[config.mk]
export PLATFORM = sky130hd
export DESIGN_NAME = fen_position_parser
export DESIGN_NICKNAME = d
export VERILOG_FILES = /design/src/rtl/fen_pkg.sv /design/src/rtl/fen_position_parser.sv
export SDC_FILE = /design/constraint.sdc
export NUM_CORES = 1
export LEC_CHECK = 0
export BUFFER_PORTS_ARGS = -buffer_cell sky130_fd_sc_hd__buf_2
export CORE_MARGIN = 5
export CORE_UTILIZATION = 62
export DETAILED_ROUTE_END_ITERATION = 8
export GPL_TIMING_DRIVEN = 0
export PLACE_DENSITY = 0.81
export SLEW_MARGIN = 20
export SYNTH_ARGS = -nofsm -noshare
export SYNTH_HDL_FRONTEND = slang
export SYNTH_SLANG_ARGS = --single-unit
[constraint.sdc]
create_clock -name clk -period 5.4 [get_ports clk]
set_clock_uncertainty 0.2 [all_clocks]
set_input_delay 1.35 -clock clk [delete_from_list [all_inputs] [get_ports clk]]
set_output_delay 1.35 -clock clk [all_outputs]
set_load 0.02 [all_outputs]
[src/rtl/fen_pkg.sv]
// fen_pkg: shared types, character codes and decode helpers of the fen position parser
`timescale 1ns / 1ps

package fen_pkg;

    // character codes
    localparam logic [7:0] CH_SPACE = 8'h20;
    localparam logic [7:0] CH_TAB   = 8'h09;
    localparam logic [7:0] CH_CR    = 8'h0D;
    localparam logic [7:0] CH_SLASH = 8'h2F;
    localparam logic [7:0] CH_DASH  = 8'h2D;
    localparam logic [7:0] CH_0     = 8'h30;
    localparam logic [7:0] CH_1     = 8'h31;
    localparam logic [7:0] CH_8     = 8'h38;
    localparam logic [7:0] CH_9     = 8'h39;
    localparam logic [7:0] CH_UP_A  = 8'h41;
    localparam logic [7:0] CH_UP_Z  = 8'h5A;
    localparam logic [7:0] CH_LO_A  = 8'h61;
    localparam logic [7:0] CH_LO_H  = 8'h68;
    localparam logic [7:0] CH_LO_Z  = 8'h7A;
    localparam logic [7:0] CH_UP_P  = 8'h50;
    localparam logic [7:0] CH_UP_N  = 8'h4E;
    localparam logic [7:0] CH_UP_B  = 8'h42;
    localparam logic [7:0] CH_UP_R  = 8'h52;
    localparam logic [7:0] CH_UP_Q  = 8'h51;
    localparam logic [7:0] CH_UP_K  = 8'h4B;
    localparam logic [7:0] CH_LO_Q  = 8'h71;
    localparam logic [7:0] CH_LO_K  = 8'h6B;
    localparam logic [7:0] CH_LO_W  = 8'h77;
    localparam logic [7:0] CASE_OFFSET = 8'h20;

    // field numbers of the text
    localparam logic [2:0] FLD_PLACE  = 3'd0;
    localparam logic [2:0] FLD_SIDE   = 3'd1;
    localparam logic [2:0] FLD_CASTLE = 3'd2;
    localparam logic [2:0] FLD_PASS   = 3'd3;
    localparam logic [2:0] FLD_REST   = 3'd4;

    // piece codes
    localparam logic [2:0] PC_PAWN   = 3'd0;
    localparam logic [2:0] PC_KNIGHT = 3'd1;
    localparam logic [2:0] PC_BISHOP = 3'd2;
    localparam logic [2:0] PC_ROOK   = 3'd3;
    localparam logic [2:0] PC_QUEEN  = 3'd4;
    localparam logic [2:0] PC_KING   = 3'd5;
    localparam logic [2:0] PC_BAD    = 3'd6;

    // error codes
    localparam logic [1:0] ERR_NONE     = 2'd0;
    localparam logic [1:0] ERR_PIECE    = 2'd1;
    localparam logic [1:0] ERR_OVERFLOW = 2'd2;
    localparam logic [1:0] ERR_PASSANT  = 2'd3;

    // result kinds
    localparam logic KIND_PLACE   = 1'b0;
    localparam logic KIND_SUMMARY = 1'b1;

    localparam logic [6:0] SQ_FULL    = 7'd64;
    localparam logic [6:0] NO_PASSANT = 7'd64;

    // one result item
    typedef struct packed {
        logic       kind;
        logic [5:0] square;
        logic [2:0] piece;
        logic       color;
        logic       white_to_move;
        logic       castle_white_king;
        logic       castle_white_queen;
        logic       castle_black_king;
        logic       castle_black_queen;
        logic [6:0] passant_square;
        logic [1:0] error_code;
        logic       last_of_run;
    } result_t;

    // whitespace: space, tab, lf, vt, ff, cr
    function automatic logic is_blank(input logic [7:0] c);
        return (c == CH_SPACE) || (c >= CH_TAB && c <= CH_CR);
    endfunction

    // piece letter of either case to piece code, bad letters give PC_BAD
    function automatic logic [2:0] piece_of(input logic [7:0] c);
        logic [7:0] u;
        logic [2:0] p;
        u = (c >= CH_LO_A && c <= CH_LO_Z) ? c - CASE_OFFSET : c;
        case (u)
            CH_UP_P: p = PC_PAWN;
            CH_UP_N: p = PC_KNIGHT;
            CH_UP_B: p = PC_BISHOP;
            CH_UP_R: p = PC_ROOK;
            CH_UP_Q: p = PC_QUEEN;
            CH_UP_K: p = PC_KING;
            default: p = PC_BAD;
        endcase
        return p;
    endfunction

endpackage

[src/rtl/fen_position_parser.sv]
// fen_position_parser: character-serial fen text parser with a four-entry result queue
`timescale 1ns / 1ps

// Takes one FEN character per cycle while in_stall is low. Each accepted
// character updates the parse state in the same cycle and writes its results
// (a piece placement, an end-of-text summary, or both) into a four-entry
// result queue, so a result is registered in the queue before it is offered.
// in_stall is raised while the queue has fewer than two free entries; with a
// consumer that never stalls, a character is taken every cycle, and the input
// only stalls once characters giving both a placement and a summary, each
// adding two results, have filled the queue to three entries. After a summary
// the parser starts over for the next text.
module fen_position_parser (
    input  logic       clk,
    input  logic       rst_n,
    // input channel
    input  logic       in_valid,
    output logic       in_stall,
    input  logic [7:0] char_code,
    input  logic       is_last,
    // output channel
    output logic       out_valid,
    input  logic       out_stall,
    output logic       kind,
    output logic [5:0] square,
    output logic [2:0] piece,
    output logic       color,
    output logic       white_to_move,
    output logic       castle_white_king,
    output logic       castle_white_queen,
    output logic       castle_black_king,
    output logic       castle_black_queen,
    output logic [6:0] passant_square,
    output logic [1:0] error_code,
    output logic       last_of_run
);

    // parse state
    logic [2:0] field_index_reg, field_index_next;
    logic       in_gap_reg, in_gap_next;
    logic [6:0] square_count_reg, square_count_next;
    logic [1:0] field_length_reg, field_length_next;
    logic       side_white_reg, side_white_next;
    logic [3:0] castle_flags_reg, castle_flags_next;
    logic [7:0] passant_file_reg, passant_file_next;
    logic [7:0] passant_rank_reg, passant_rank_next;
    logic       passant_dash_reg, passant_dash_next;
    logic [1:0] error_state_reg, error_state_next;

    // result queue
    fen_pkg::result_t fifo_reg [4];
    logic [1:0] wr_ptr_reg, wr_ptr_next;
    logic [1:0] rd_ptr_reg, rd_ptr_next;
    logic [2:0] count_reg, count_next;

    logic             in_xfer;
    logic             out_xfer;
    logic             emit;
    logic [2:0]       piece_code;
    logic             pass_ok;
    logic [6:0]       pass_sq;
    logic [1:0]       err_final;
    logic [1:0]       push_count;
    fen_pkg::result_t place_rec;
    fen_pkg::result_t summary_rec;
    fen_pkg::result_t first_rec;
    fen_pkg::result_t head_rec;

    assign in_stall = (count_reg > 3'd2);
    assign in_xfer  = in_valid && !in_stall;
    assign out_valid = (count_reg != 3'd0);
    assign out_xfer  = out_valid && !out_stall;

    assign piece_code = fen_pkg::piece_of(char_code);

    // character decode and state update
    always_comb
    begin
        field_index_next  = field_index_reg;
        in_gap_next       = in_gap_reg;
        square_count_next = square_count_reg;
        field_length_next = field_length_reg;
        side_white_next   = side_white_reg;
        castle_flags_next = castle_flags_reg;
        passant_file_next = passant_file_reg;
        passant_rank_next = passant_rank_reg;
        passant_dash_next = passant_dash_reg;
        error_state_next  = error_state_reg;
        emit              = 1'b0;

        if (fen_pkg::is_blank(char_code))
        begin
            if (!in_gap_reg)
            begin
                in_gap_next = 1'b1;
                if (field_index_reg < fen_pkg::FLD_PASS)
                begin
                    field_index_next  = field_index_reg + 3'd1;
                    field_length_next = 2'd0;
                end
                else if (field_index_reg == fen_pkg::FLD_PASS)
                begin
                    // en-passant length is kept for the summary
                    field_index_next = fen_pkg::FLD_REST;
                end
            end
        end
        else
        begin
            in_gap_next = 1'b0;
            case (field_index_reg)
                fen_pkg::FLD_PLACE:
                begin
                    if (error_state_reg == fen_pkg::ERR_NONE && char_code != fen_pkg::CH_SLASH)
                    begin
                        if (char_code >= fen_pkg::CH_0 && char_code <= fen_pkg::CH_9)
                        begin
                            // skip count, saturating at a full board
                            square_count_next = square_count_reg
                                                + 7'(char_code - fen_pkg::CH_0);
                            if (square_count_next > fen_pkg::SQ_FULL)
                                square_count_next = fen_pkg::SQ_FULL;
                        end
                        else if (piece_code == fen_pkg::PC_BAD)
                            error_state_next = fen_pkg::ERR_PIECE;
                        else if (square_count_reg >= fen_pkg::SQ_FULL)
                            error_state_next = fen_pkg::ERR_OVERFLOW;
                        else
                        begin
                            emit              = 1'b1;
                            square_count_next = square_count_reg + 7'd1;
                        end
                    end
                end
                fen_pkg::FLD_SIDE:
                begin
                    side_white_next = (field_length_reg == 2'd0)
                                      && (char_code == fen_pkg::CH_LO_W);
                    if (field_length_reg != 2'd3)
                        field_length_next = field_length_reg + 2'd1;
                end
                fen_pkg::FLD_CASTLE:
                begin
                    if (char_code == fen_pkg::CH_UP_K)
                        castle_flags_next[0] = 1'b1;
                    else if (char_code == fen_pkg::CH_UP_Q)
                        castle_flags_next[1] = 1'b1;
                    else if (char_code == fen_pkg::CH_LO_K)
                        castle_flags_next[2] = 1'b1;
                    else if (char_code == fen_pkg::CH_LO_Q)
                        castle_flags_next[3] = 1'b1;
                end
                fen_pkg::FLD_PASS:
                begin
                    if (field_length_reg == 2'd0)
                    begin
                        passant_file_next = char_code;
                        passant_dash_next = (char_code == fen_pkg::CH_DASH);
                    end
                    else if (field_length_reg == 2'd1)
                        passant_rank_next = char_code;
                    if (field_length_reg != 2'd3)
                        field_length_next = field_length_reg + 2'd1;
                end
                default:
                begin
                end
            endcase
        end
    end

    // en-passant check on the state after this character
    always_comb
    begin
        pass_ok = 1'b0;
        pass_sq = fen_pkg::NO_PASSANT;
        if (field_index_next >= fen_pkg::FLD_PASS)
        begin
            if (field_length_next == 2'd1 && passant_dash_next)
                pass_ok = 1'b1;
            else if (field_length_next == 2'd2 && !passant_dash_next
                     && passant_file_next >= fen_pkg::CH_LO_A
                     && passant_file_next <= fen_pkg::CH_LO_H
                     && passant_rank_next >= fen_pkg::CH_1
                     && passant_rank_next <= fen_pkg::CH_8)
            begin
                pass_ok = 1'b1;
                pass_sq = {1'b0, 3'(fen_pkg::CH_8 - passant_rank_next),
                           3'(passant_file_next - fen_pkg::CH_LO_A)};
            end
        end
        err_final = (error_state_next == fen_pkg::ERR_NONE && !pass_ok)
                    ? fen_pkg::ERR_PASSANT : error_state_next;
    end

    // result records
    always_comb
    begin
        place_rec             = '0;
        place_rec.kind        = fen_pkg::KIND_PLACE;
        place_rec.square      = square_count_reg[5:0];
        place_rec.piece       = piece_code;
        place_rec.color       = !(char_code >= fen_pkg::CH_UP_A && char_code <= fen_pkg::CH_UP_Z);
        place_rec.last_of_run = !is_last;

        summary_rec                    = '0;
        summary_rec.kind               = fen_pkg::KIND_SUMMARY;
        summary_rec.white_to_move      = side_white_next;
        summary_rec.castle_white_king  = castle_flags_next[0];
        summary_rec.castle_white_queen = castle_flags_next[1];
        summary_rec.castle_black_king  = castle_flags_next[2];
        summary_rec.castle_black_queen = castle_flags_next[3];
        summary_rec.passant_square     = pass_sq;
        summary_rec.error_code         = err_final;
        summary_rec.last_of_run        = 1'b1;

        first_rec  = emit ? place_rec : summary_rec;
        push_count = {1'b0, emit} + {1'b0, is_last};
    end

    // queue pointer update
    always_comb
    begin
        wr_ptr_next = wr_ptr_reg;
        rd_ptr_next = rd_ptr_reg;
        count_next  = count_reg;
        if (in_xfer)
        begin
            wr_ptr_next = wr_ptr_reg + push_count;
            count_next  = count_next + {1'b0, push_count};
        end
        if (out_xfer)
        begin
            rd_ptr_next = rd_ptr_reg + 2'd1;
            count_next  = count_next - 3'd1;
        end
    end

    // control and parse state registers
    always_ff @(posedge clk or negedge rst_n)
    begin
        if (!rst_n)
        begin
            field_index_reg  <= fen_pkg::FLD_PLACE;
            in_gap_reg       <= 1'b1;
            square_count_reg <= '0;
            field_length_reg <= '0;
            side_white_reg   <= 1'b0;
            castle_flags_reg <= '0;
            passant_file_reg <= '0;
            passant_rank_reg <= '0;
            passant_dash_reg <= 1'b0;
            error_state_reg  <= fen_pkg::ERR_NONE;
            wr_ptr_reg       <= '0;
            rd_ptr_reg       <= '0;
            count_reg        <= '0;
        end
        else
        begin
            wr_ptr_reg <= wr_ptr_next;
            rd_ptr_reg <= rd_ptr_next;
            count_reg  <= count_next;
            if (in_xfer)
            begin
                if (is_last)
                begin
                    // end of text: start over for the next one
                    field_index_reg  <= fen_pkg::FLD_PLACE;
                    in_gap_reg       <= 1'b1;
                    square_count_reg <= '0;
                    field_length_reg <= '0;
                    side_white_reg   <= 1'b0;
                    castle_flags_reg <= '0;
                    passant_file_reg <= '0;
                    passant_rank_reg <= '0;
                    passant_dash_reg <= 1'b0;
                    error_state_reg  <= fen_pkg::ERR_NONE;
                end
                else
                begin
                    field_index_reg  <= field_index_next;
                    in_gap_reg       <= in_gap_next;
                    square_count_reg <= square_count_next;
                    field_length_reg <= field_length_next;
                    side_white_reg   <= side_white_next;
                    castle_flags_reg <= castle_flags_next;
                    passant_file_reg <= passant_file_next;
                    passant_rank_reg <= passant_rank_next;
                    passant_dash_reg <= passant_dash_next;
                    error_state_reg  <= error_state_next;
                end
            end
        end
    end

    // queue payload, no reset
    always_ff @(posedge clk)
    begin
        if (in_xfer)
        begin
            if (push_count != 2'd0)
                fifo_reg[wr_ptr_reg] <= first_rec;
            if (push_count == 2'd2)
                fifo_reg[wr_ptr_reg + 2'd1] <= summary_rec;
        end
    end

    // head of queue drives the output transfer
    assign head_rec           = fifo_reg[rd_ptr_reg];
    assign kind               = head_rec.kind;
    assign square             = head_rec.square;
    assign piece              = head_rec.piece;
    assign color              = head_rec.color;
    assign white_to_move      = head_rec.white_to_move;
    assign castle_white_king  = head_rec.castle_white_king;
    assign castle_white_queen = head_rec.castle_white_queen;
    assign castle_black_king  = head_rec.castle_black_king;
    assign castle_black_queen = head_rec.castle_black_queen;
    assign passant_square     = head_rec.passant_square;
    assign error_code         = head_rec.error_code;
    assign last_of_run        = head_rec.last_of_run;

endmodule

After elaboration in Yosys (flattened, before gate mapping)
Memory sizes are Yosys's and may differ from the RTL's.
Index checks and enable logic that the tools add are counted.

word-level totals
  latch bits = 0
  memory bits (writable) = 104
  memories = 1
  logic and storage cells = 181
  input bits = 13
  output and inout bits = 28
  bits in registers = 44
  bits in read-only memories = 0

memories
  name      depth  bits a word  read ports  clocked after memory_dff  write ports  line                       RTL
  fifo_reg  4      26           1           0                         2            fen_position_parser.sv:51  fen_pkg::result_t fifo_reg [4];

cells by class
  bitwise operators = 0
  add/sub/neg operators = 14
  div/mod/pow operators = 0
  eq/ne operators = 26
  shift operators = 0
  magnitude comparators = 17
  reduce and logical (&&, ||, !) cells = 32
  multiply operators = 0
  multiplexer cells = 78

operators by type and width
  kind                                                                number
  equality test 8 x 7 -> 1 bit (second input constant)                11
  2-to-1 mux 8 bit                                                    10
  2-to-1 mux 7 bit                                                    11
  2-to-1 mux 2 bit                                                    15
  2-to-1 mux 1 bit                                                    29
  2-to-1 mux 26 bit                                                   1
  greater-or-equal comparator 8 x 7 -> 1 bit (second input constant)  3
  <= comparator 8 x 7 -> 1 bit (second input constant)                3
  2-to-1 mux 3 bit                                                    8
  case mux 3 bit (6 select lines)                                     1
  equality test 8 x 6 -> 1 bit (second input constant)                2
  greater-or-equal comparator 8 x 6 -> 1 bit (second input constant)  2
  <= comparator 8 x 6 -> 1 bit (second input constant)                2
  logical AND 1 bit                                                   15
  2-to-1 mux 4 bit                                                    3
  greater-or-equal comparator 8 x 4 -> 1 bit (second input constant)  1
  <= comparator 8 x 4 -> 1 bit (second input constant)                1
  != test 8 x 6 -> 1 bit (second input constant)                      1
  subtractor 8 x 6 -> 8 bit (second input constant)                   1
  adder 7 x 1 -> 7 bit (second input constant)                        1
  adder 7 bit                                                         1
  greater-or-equal comparator 7 bit (second input constant)           1
  > comparator 7 bit (second input constant)                          1
  subtractor 7 x 6 -> 7 bit (second input constant)                   1
  25 further kinds                                                    42

Logic depth before layout (Yosys ltp)
  depth after elaboration = 17
  depth in mapped cells = 17
  gate-level depth less buffers = 15

Worst setup path before layout
OpenSTA, ideal clock, no wires.

  path kind = input to register
  start point = in char_code[6]
  end point = mem fifo_reg[0][5] (netlist name) (data pin)
  buffers on the path = 4
  setup slack = 0.207 ns
  setup time = 0.157 ns
  required time = 5.043 ns
  cell stages on the path = 15
  arrival time = 4.836 ns
  cells stage by stage = buf_6 or4b_4 or4_1 buf_2 nand2_2 nor2_1 a21oi_1 ha_1 nor2b_1 o21ai_0 or4_4 or3_1 buf_2 buf_6 nor3_1

RTL lines
  item                line                       RTL
  start: declaration  fen_position_parser.sv:19  input logic [7:0] char_code,
  end: declaration    fen_position_parser.sv:51

==> metrics <==
Initial Utilization a little over three fifths; Post-route DRC 0; chip height 122 microns; setup TNS 0 ns; register bit total from synthesis 148; Req. time, crit path 5.46 ns; number of synthesized flops with an enable pin 56; Reg clk slew, reported paths 0.06 ns; Slew headroom 37.3%; run status complete, no violations; die width 122 microns; Syn-to-layout area delta 15.6%; Lkg Pwr 3.49 nW; Post-synth top flop edfxtp_1; CTS Buf Count 17; DP HPWL 14400 microns; synthesized net count 784; Antenna Cells 0; final net count 850; CTS sink cnt 148; vias per cell approximately 6.5; min-delay worst type reg -> reg; Slew Limit Fails 0; CP Capture Type flip-flop; vias in the first global route slightly above 6000; fillers 891; number of flip-flops in the largest register 104; Netlist cell types 73; GRT overflow 0; GP Congestion between 0.9 and 1; die area approximately 15000 sq um; CP peak stage delay 0.57 ns; Via Count 6417; type of origin of the critical path primary input; Wirelength per Cell 21.2 microns; Post-Syn Area 7780 sq um; Crit path top cell by count buf_6; Iter 0 DRT Violations about 680; largest net degree at the start of global routing 45; Pre-antenna DRT Iters 6; IO Count 41; max cap viols 0; Critical Path Slowest Stage Cell or4_4; post-synthesis async set-or-reset flop share between 20 and 30%; crit path time final 5.27 ns; CP Max Fanout 10; final worst slack 0.134 ns; Clock Latency Late Sink ~0.43 ns; CTS tree yes; Pwr Density 436 nW/um^2; Final setup violation count 0; post-synthesis sequential area ratio approximately half; initial antenna violation count 0; final hold viol count 0; post-route cell area 9000 sq um; worst slew pin tran 0.928 ns; fin crit share 97.5%; Core Box Area 12500 sq um; Post-Place Setup Slack -1.05 ns; post-detailed-route count of antenna-violating nets 0; Top Family by Delay on Critical Path simple AND/OR/NAND/NOR gates; Worst VDD drop around 310 uV; worst path cell trace buf_2 > buf_6 > or4b_4 > nor4_4 > nor2_4 > mux2_4 > inv_2 > ha_1 > inv_1 > o21ai_1 > nand3_1 > mux2_1 > or4_4 > or3_1 > clkbuf_4 > buf_6 > nor3_1; num rows between 40 and 50; Placed Area 8200 sq um; worst path arrival time 5.33 ns; Ys Warns 0; Crit path buffers/inverters 6; Root Buffer clkbuf_16; share of cells above drive strength 1 between 10% and 20%; count of input and output buffers 39; H-tree depth 4; cell count after synthesis about 740; All-Layer GR Usage between 20 and 30%; worst-case clock buffer depth 2; Worst Path Class, Setup in -> reg; Routed WL 20900 microns; first-pass GRT wire length 33400 microns; Syn Area/Cell 10.6 sq um; fmax 190 MHz
-- cell type report --
class | instances | area, sq um | share of cell area [%]
multi-input cells | 505 | 3790 | 42.1
flip-flops and latches | 148 | 3740 | 41.6
well taps | 172 | 215 | 2.39
repair buffers | 48 | 265 | 2.95
clock buffers | 22 | 517 | 5.74
clock inverters | 10 | 105 | 1.17
plain buffers | 46 | 214 | 2.38
inverters | 36 | 146 | 1.63
-- placed cells by master, fill, tap and decap left out, drive strengths merged, types with 4 or more instances in the layout --
cell type,n
nor2,63
buf,58
clkbuf,58
edfxtp,56
nand2,54
dfxtp,48
a21oi,46
o21ai,46
a22o,44
dfrtp,43
nor3,41
inv,38
ha,33
mux4,26
nand3,12
a31oi,9
and3,8
xor2,8
xnor2,8
o22ai,7
nor4,7
or3,6
mux2i,6
nor4b,5
nand4,4
nor2b,4
o31ai,4
a21o,4
a32o,4
clkinv,4
-- where the power goes --
group	internal, W	leakage (nW)	switching (W)	total (W)
combinational	0.000484	1.69	0.000831	0.00132
clock	0.000736	0.312	0.000484	0.00122
sequential	0.00129	1.49	0.0000937	0.00139
-- synth_stat cells (33+ instances only) --
| master | count | share of area, % |
|---|---|---|
| clkbuf_1 | 36 | 1.7 |
| ha_1 | 33 | 5.3 |
| nor3_1 | 41 | 2.6 |
| dfrtp_1 | 43 | 14 |
| inv_1 | 35 | 1.7 |
| o21ai_0 | 43 | 2.8 |
| dfxtp_1 | 48 | 12 |
| a22o_1 | 44 | 5.0 |
| edfxtp_1 | 56 | 22 |
| a21oi_1 | 46 | 3.0 |
| nand2_1 | 53 | 2.6 |
| nor2_1 | 62 | 3.0 |
-- per-layer routing --
metal  GRT usage [%]  part of all wire (%)
met1            39.9                    42
met2            46.8                    48
met3            5.85                   7.4
met4            11.3                   2.8
met5               0                     0
-- final timing paths --
kind,slack (ns),to,cells after the start,from
worst max-delay path,0.13,fifo_reg[2][3],17,char_code[6]
worst min-delay path,0.25,fifo_reg[3][25],2,fifo_reg[3][25]
worst max register to register,0.80,fifo_reg[2][3],17,field_index_reg[0]
worst min register to register,0.25,fifo_reg[3][25],2,fifo_reg[3][25]
max in group asynchronous,3.90,passant_file_reg[2],1,rst_n
min in group asynchronous,0.71,square_count_reg[0],1,rst_n
-- per-stage QoR --
step / hold slack (ns) / instances / total power [W] / utilization, %
global route: 0.273 / 987 / 0.00412 / 72.2
detailed placement: 0.240 / 947 / 0.00268 / 65.7
finish: 0.248 / 987 / 0.00392 / 72.2
CTS: 0.250 / 980 / 0.00391 / 71.0
floorplan: 0.218 / 736 / 0.00231 / -
global placement: 0.229 / 947 / 0.00265 / 65.7
-- worst reg2reg max path, cell delays in order, from the launching register on --
cell	delay (ns)
dfrtp_1	0.43
ha_1	0.21
ha_1	0.23
nor3b_1	0.28
o21ai_1	0.23
nor2_4	0.27
mux2_4	0.34
inv_2	0.07
ha_1	0.14
inv_1	0.05
o21ai_1	0.12
nand3_1	0.08
mux2_1	0.31
or4_4	0.57
or3_1	0.37
clkbuf_4	0.18
buf_6	0.16
nor3_1	0.19
-- timing repair --
action / 4_1_cts / 5_1_grt
hold buffers: 0 / 0
setup buffers: 1 / 8
endpoints found under the setup margin: 56 / 93
pin swaps: 0 / 2
resized for setup: 7 / 32
-- cell families (layout without fill, tap and decap cells) --
family	Yosys count	count (layout)	share of synthesized area, %
multiplexers	35	35	8.73
adder cells (fa/ha/maj)	35	35	5.82
AND/OR/NAND/NOR	223	223	14.2
XOR/XNOR	16	16	1.80
flip-flops	148	148	48.1
buffers and inverters	83	162	4.36
AO/OA/AOI/OAI	196	196	17.0
Power figures use the tool's default switching activity.
